<file path="src/sv/kmsl_ram.sv">
// Generic simple dual-port RAM: one write port, one registered read port.
module kmsl_ram #(
  parameter int WIDTH = 8,
  parameter int DEPTH = 16,
  parameter int AW    = (DEPTH > 1) ? $clog2(DEPTH) : 1
) (
  input  logic                 clk,
  input  logic                 we,
  input  logic [AW-1:0]        waddr,
  input  logic [WIDTH-1:0]     wdata,
  input  logic [AW-1:0]        raddr,
  output logic [WIDTH-1:0]     rdata
);

  logic [WIDTH-1:0] mem [DEPTH];

  always_ff @(posedge clk) begin
    if (we) begin
      mem[waddr] <= wdata;
    end
    rdata <= mem[raddr];
  end

endmodule

</file>
<file path="config.mk">
export PLATFORM = sky130hd
export DESIGN_NAME = kmsl_ram
export DESIGN_NICKNAME = d
export VERILOG_FILES = /design/src/sv/kmsl_ram.sv
export SDC_FILE = /design/constraint.sdc
export NUM_CORES = 1
export LEC_CHECK = 0
export BUFFER_PORTS_ARGS = -buffer_cell sky130_fd_sc_hd__buf_2
export CORE_UTILIZATION = 40
export CTS_CLUSTER_DIAMETER = 60
export CTS_CLUSTER_SIZE = 14
export DETAILED_ROUTE_END_ITERATION = 16
export GPL_TIMING_DRIVEN = 0
export HOLD_SLACK_MARGIN = 0.1
export SYNTH_ARGS = -nofsm -noshare
export SYNTH_HDL_FRONTEND = slang
export SYNTH_SLANG_ARGS = --single-unit
</file>
<file path="constraint.sdc">
create_clock -name clk -period 2.3 [get_ports clk]
set_clock_uncertainty 0.05 [all_clocks]
set_input_delay 0.23 -clock clk [delete_from_list [all_inputs] [get_ports clk]]
set_output_delay 0.23 -clock clk [all_outputs]
set_load 0.05 [all_outputs]
</file>
# Word-level counts from Yosys, hierarchy flattened
# Memory sizes are Yosys's and may differ from the RTL's. A register that Yosys moved wholly into a read port is not among the register bits.
# Cells that the tools add are included.
[classes]
mux = 2
[ops]
columns = ["operator", "n"]
rows = [
  ["1-bit 2-to-1 mux", 2],
]
[word_totals]
word_cells = 3
register_bits = 0
mem_count = 1
ramBits = 128
in_bits = 18
output_inout_bits = 8
[mem_list]
columns = ["memory", "words", "word_bits", "read_ports", "rd_ports_with_merged_regs", "wr", "line", "rtl"]
rows = [
  ["mem", 16, 8, 1, 1, 1, "15", "logic [WIDTH-1:0] mem [DEPTH];"],
]

# Depth between registers and ports, before layout
[depth]
depth_word = 2
mapped_depth = 5
depth_no_buf = 3

# Least setup slack after synthesis
# OpenSTA, ideal clock, no wires.
[synth_path]
kind = "input to register"
start = "input port waddr[2]"
end = "memory mem[0][0] (enable)"
path_stages = 2
setup_ns = 0.383
path_slack_ns = 0.527
path_buffers = 0
required_time_ns = 1.867
arrival_ns = 1.340
cell_sequence = "or3b_2 > nor3_1"
[synth_rtl]
columns = ["item", "line", "rtl"]
rows = [
  ["start, declared", "9", "input logic [AW-1:0] waddr,"],
  ["end, declared", "15", ""],
]
# Straight into the memory's write port.

# Worst setup path after layout
[layout_path]
start = "input port waddr[2]"
end = "memory mem[0][3] (enable)"
# Straight into the memory's write port.

==> impl_metrics.yaml <==
run_status:
  status: "complete, no violations"
clock_network:
  cts.root.buffer_cell: "clkbuf_16"
  clk_sink_count: 136
  cts_buffer_depth: 2
  cts_max_level: 4
  cts-hold-fix-buffers: 0
  post_cts_resized: 0
  clock_tree_from_tritoncts: "done"
  post_cts_buffers: 0
  cts_buffers: 17
  clkTransAtPathRegs_ns: 0.06
  worstSkewPairLatency_ns: 0.41
synth:
  synth_top_family_by_area: "multiplexers"
  synthesis.yosys.warnings: 0
  number_of_instances_in_the_synthesized_netlist: 229
  synth.lib_cells_used.distinct: 19
  seq_area_frac_synth_pct: 77.8
  synth_enable_flop_cells: 128
  simple_gate_share_of_the_synthesized_area_pct: 3.18
  synth_xor_area_share_pct: 0
  yosys.area_share.adder_pct: 0
  post_synth.cell_area_avg_um2: 22.5
  synth_common_cells: "128 x edfxtp_1, 18 x mux4_2, 16 x a22oi_1"
  ys_top_cells_by_area: "edfxtp_1 75%, mux4_2 7.9%, mux4_1 7.1%"
  ys.flop_type: "edfxtp_1"
  postSynthRegisterBits: 136
  postSynth.asyncResetShare_pct: 0
  yosys_top_cell_area_share_pct: 74.7
  mappedNetlistNets: 247
  synth.largest_area_cell: "edfxtp_1"
  synthMostInstantiatedCell: "edfxtp_1"
  area_of_the_mapped_netlist_mm2: 0.00515
  synth_mux_area_share_pct: 15.0
  fraction_of_the_mapped_netlist_area_in_compound_gates_pct: 2.33
global_routing:
  grt.total_usage_pct: 16.4
  grt_first_pass_wirelength_mm: 14.6
  grt.met3_usage_pct: 5.33
  m2_gr_usage_pct: 24.6
  grtUsageMet1_pct: 22.7
  grt_antenna_before_repair: 0
  largest_net_degree_at_the_start_of_global_routing: 17
  grt_overflow: 0
  grt.busiest_layer: "met2"
  grt_pass1_vias: 2357
power_and_ir_drop:
  finalPower_uw: 5640
  power_leakage_uw: 0.00200
  vdd_ir_drop_max_v: 0.000498
  pwr_dens_mw_per_mm2: 932
critical_path:
  timing.critical_path.cells: "buf_2 -> or3b_2 -> nor3_1"
  critPathMaxStageDelay_ns: 1.04
  cp_num_buf_inv: 1
  critical-path-top-delay-family: "simple AND/OR/NAND/NOR gates"
  critical_path.endpoint_type: "register"
  timing.critical_path.required_ns: 2.27
  internal_reg_to_reg_setup_slack_ns: 0.89
  critPathMaxFanout: 8
  worst-endpoint-arrival_ns: 1.91
  worst-setup-path-type: "in -> reg"
  rr_endpoint: "rdata[7]$_DFF_P_"
  timing.rr.start: "mem[4][7]$_DFFE_PP_"
  reg2reg_depth: 3
  crit_slowest_cell: "nor3_1"
  timing.critical_path.from_type: "input port"
sta:
  worst-slew-pin-transition_ns: 1.35
  final-setup-viol-count: 0
  final_min_period_over_clock_period_pct: 84.5
  finalWorstPathRequiredPeriod_ns: 1.94
  fmax_mhz: 515
  maxSlewHeadroom_pct: 9.20
  timing.final.max_slew_violations: 0
  holdWs_ns: 0.153
  grt_setup_unrepaired: "false"
  finalHoldViolations: 0
final_layout:
  syn_to_final_growth_pct: 17.5
  final-instance-count-excl-fill: 457
  antennaDiodeCount: 0
  final_layout_size_suffix_gt1_share_pct: 28.4
  post-route-util_pct: 48.1
  net_total_in_the_final_layout: 290
drt:
  via_count: 2372
  vias_per_cell: 5.19
  route.detailed.wl_per_inst_um: 21.0
  drtIter0Drc: 212
  drtAntennaViolNets: 0
  drc: 0
  route.final.wire_length_mm: 9.62
  drt-pass1-iter-count: 4
die:
  floorplan.rows: 41
  die_height_um: 115
  starting_density_of_the_core_pct: 41.0
  floorplan.die_area_mm2: 0.0133
  die_w_um: 115
  core_area_mm2: 0.0126
  ports: 26
job:
  drv_cap: 0
place:
  port_buffers: 24
  globalplace.congestion: 0.708
  place.detailed.hpwl_mm: 6.09
  place.detailed.instances: 425
hold_path:
  hold_class: "in -> reg"
  hold_end: "mem[6][6]$_DFFE_PP_"
  min_delay_path_depth: 1
  worst_min_path_start: "wdata[6]"
==> layer usage <==
metal,part of all wire (%),vias up,wire length (µm)
met5,0,-,0
met4,1.4,0,139
met3,6.6,10,632
met2,49,75,4670
met1,43,1226,4180
li1,-,1061,-
==> power breakdown <==
| part | internal, µW | switching (µW) | leakage [µW] | total, µW |
|---|---|---|---|---|
| sequential | 2770 | 11.3 | 0.00122 | 2780 |
| clock | 1570 | 968 | 0.000259 | 2540 |
| combinational | 110 | 207 | 0.000516 | 317 |
| total | 4450 | 1190 | 0.00200 | 5640 |
==> flip-flops by register name, summed over array words and instances (netlist names) <==
register	count
mem	128
rdata	8
==> placed cells by master, fill, tap and decap left out <==
cell type          n
edfxtp_1         128
buf_2             27
mux4_2            18
clkbuf_16         17
a22oi_1           16
mux4_1            14
nor2_1            13
nand2_1            9
dfxtp_1            8
clkinvlp_4         5
clkinv_1           5
buf_6              3
clkdlybuf4s25_2    3
nor3_1             3
nand3b_1           2
nand2b_1           2
clkinv_2           2
bufinv_16          2
nor2b_1            1
buf_4              1
and2_1             1
and2b_1            1
nand3_1            1
nor3_2             1
or3b_2             1
inv_6              1
==> layout make-up <==
class | count | area (µm²)
timing repair buffer | 24 | 120
fill | 1033 | 6520
sequential | 136 | 4000
clock buffer | 17 | 425
multi-input combinational | 83 | 1060
buffer | 10 | 86.3
clock inverter | 15 | 135
tap | 172 | 215
==> per-stage QoR <==
step | TNS [ns] | instance area (µm²) | worst slack, ns
CTS | 0 | 6040 | 0.367
finish | 0 | 6050 | 0.358
global route | 0 | 6050 | 0.326
floorplan | 0 | 5150 | 0.527
global placement | -0.681 | 5480 | -0.0857
detailed placement | -0.336 | 5480 | -0.0427
==> cells by family after synthesis <==
family,after synthesis
flops,136
compound gates,16
simple gates,35
mux,32
buf+inv,10
==> how the worst max path moves through the flow <==
stage | from | to | slack, ns | cells after the start
2_1_floorplan | waddr[2] | mem[0][0]$_DFFE_PP_ | 0.53 | 2
3_3_place_gp | waddr[2] | mem[0][0]$_DFFE_PP_ | -0.09 | 3
3_5_place_dp | waddr[2] | mem[0][0]$_DFFE_PP_ | -0.04 | 3
4_1_cts | waddr[2] | mem[0][3]$_DFFE_PP_ | 0.37 | 3
5_1_grt | waddr[2] | mem[0][3]$_DFFE_PP_ | 0.33 | 3
6_report | waddr[2] | mem[0][3]$_DFFE_PP_ | 0.36 | 3
(Power assumes the default switching activity.)
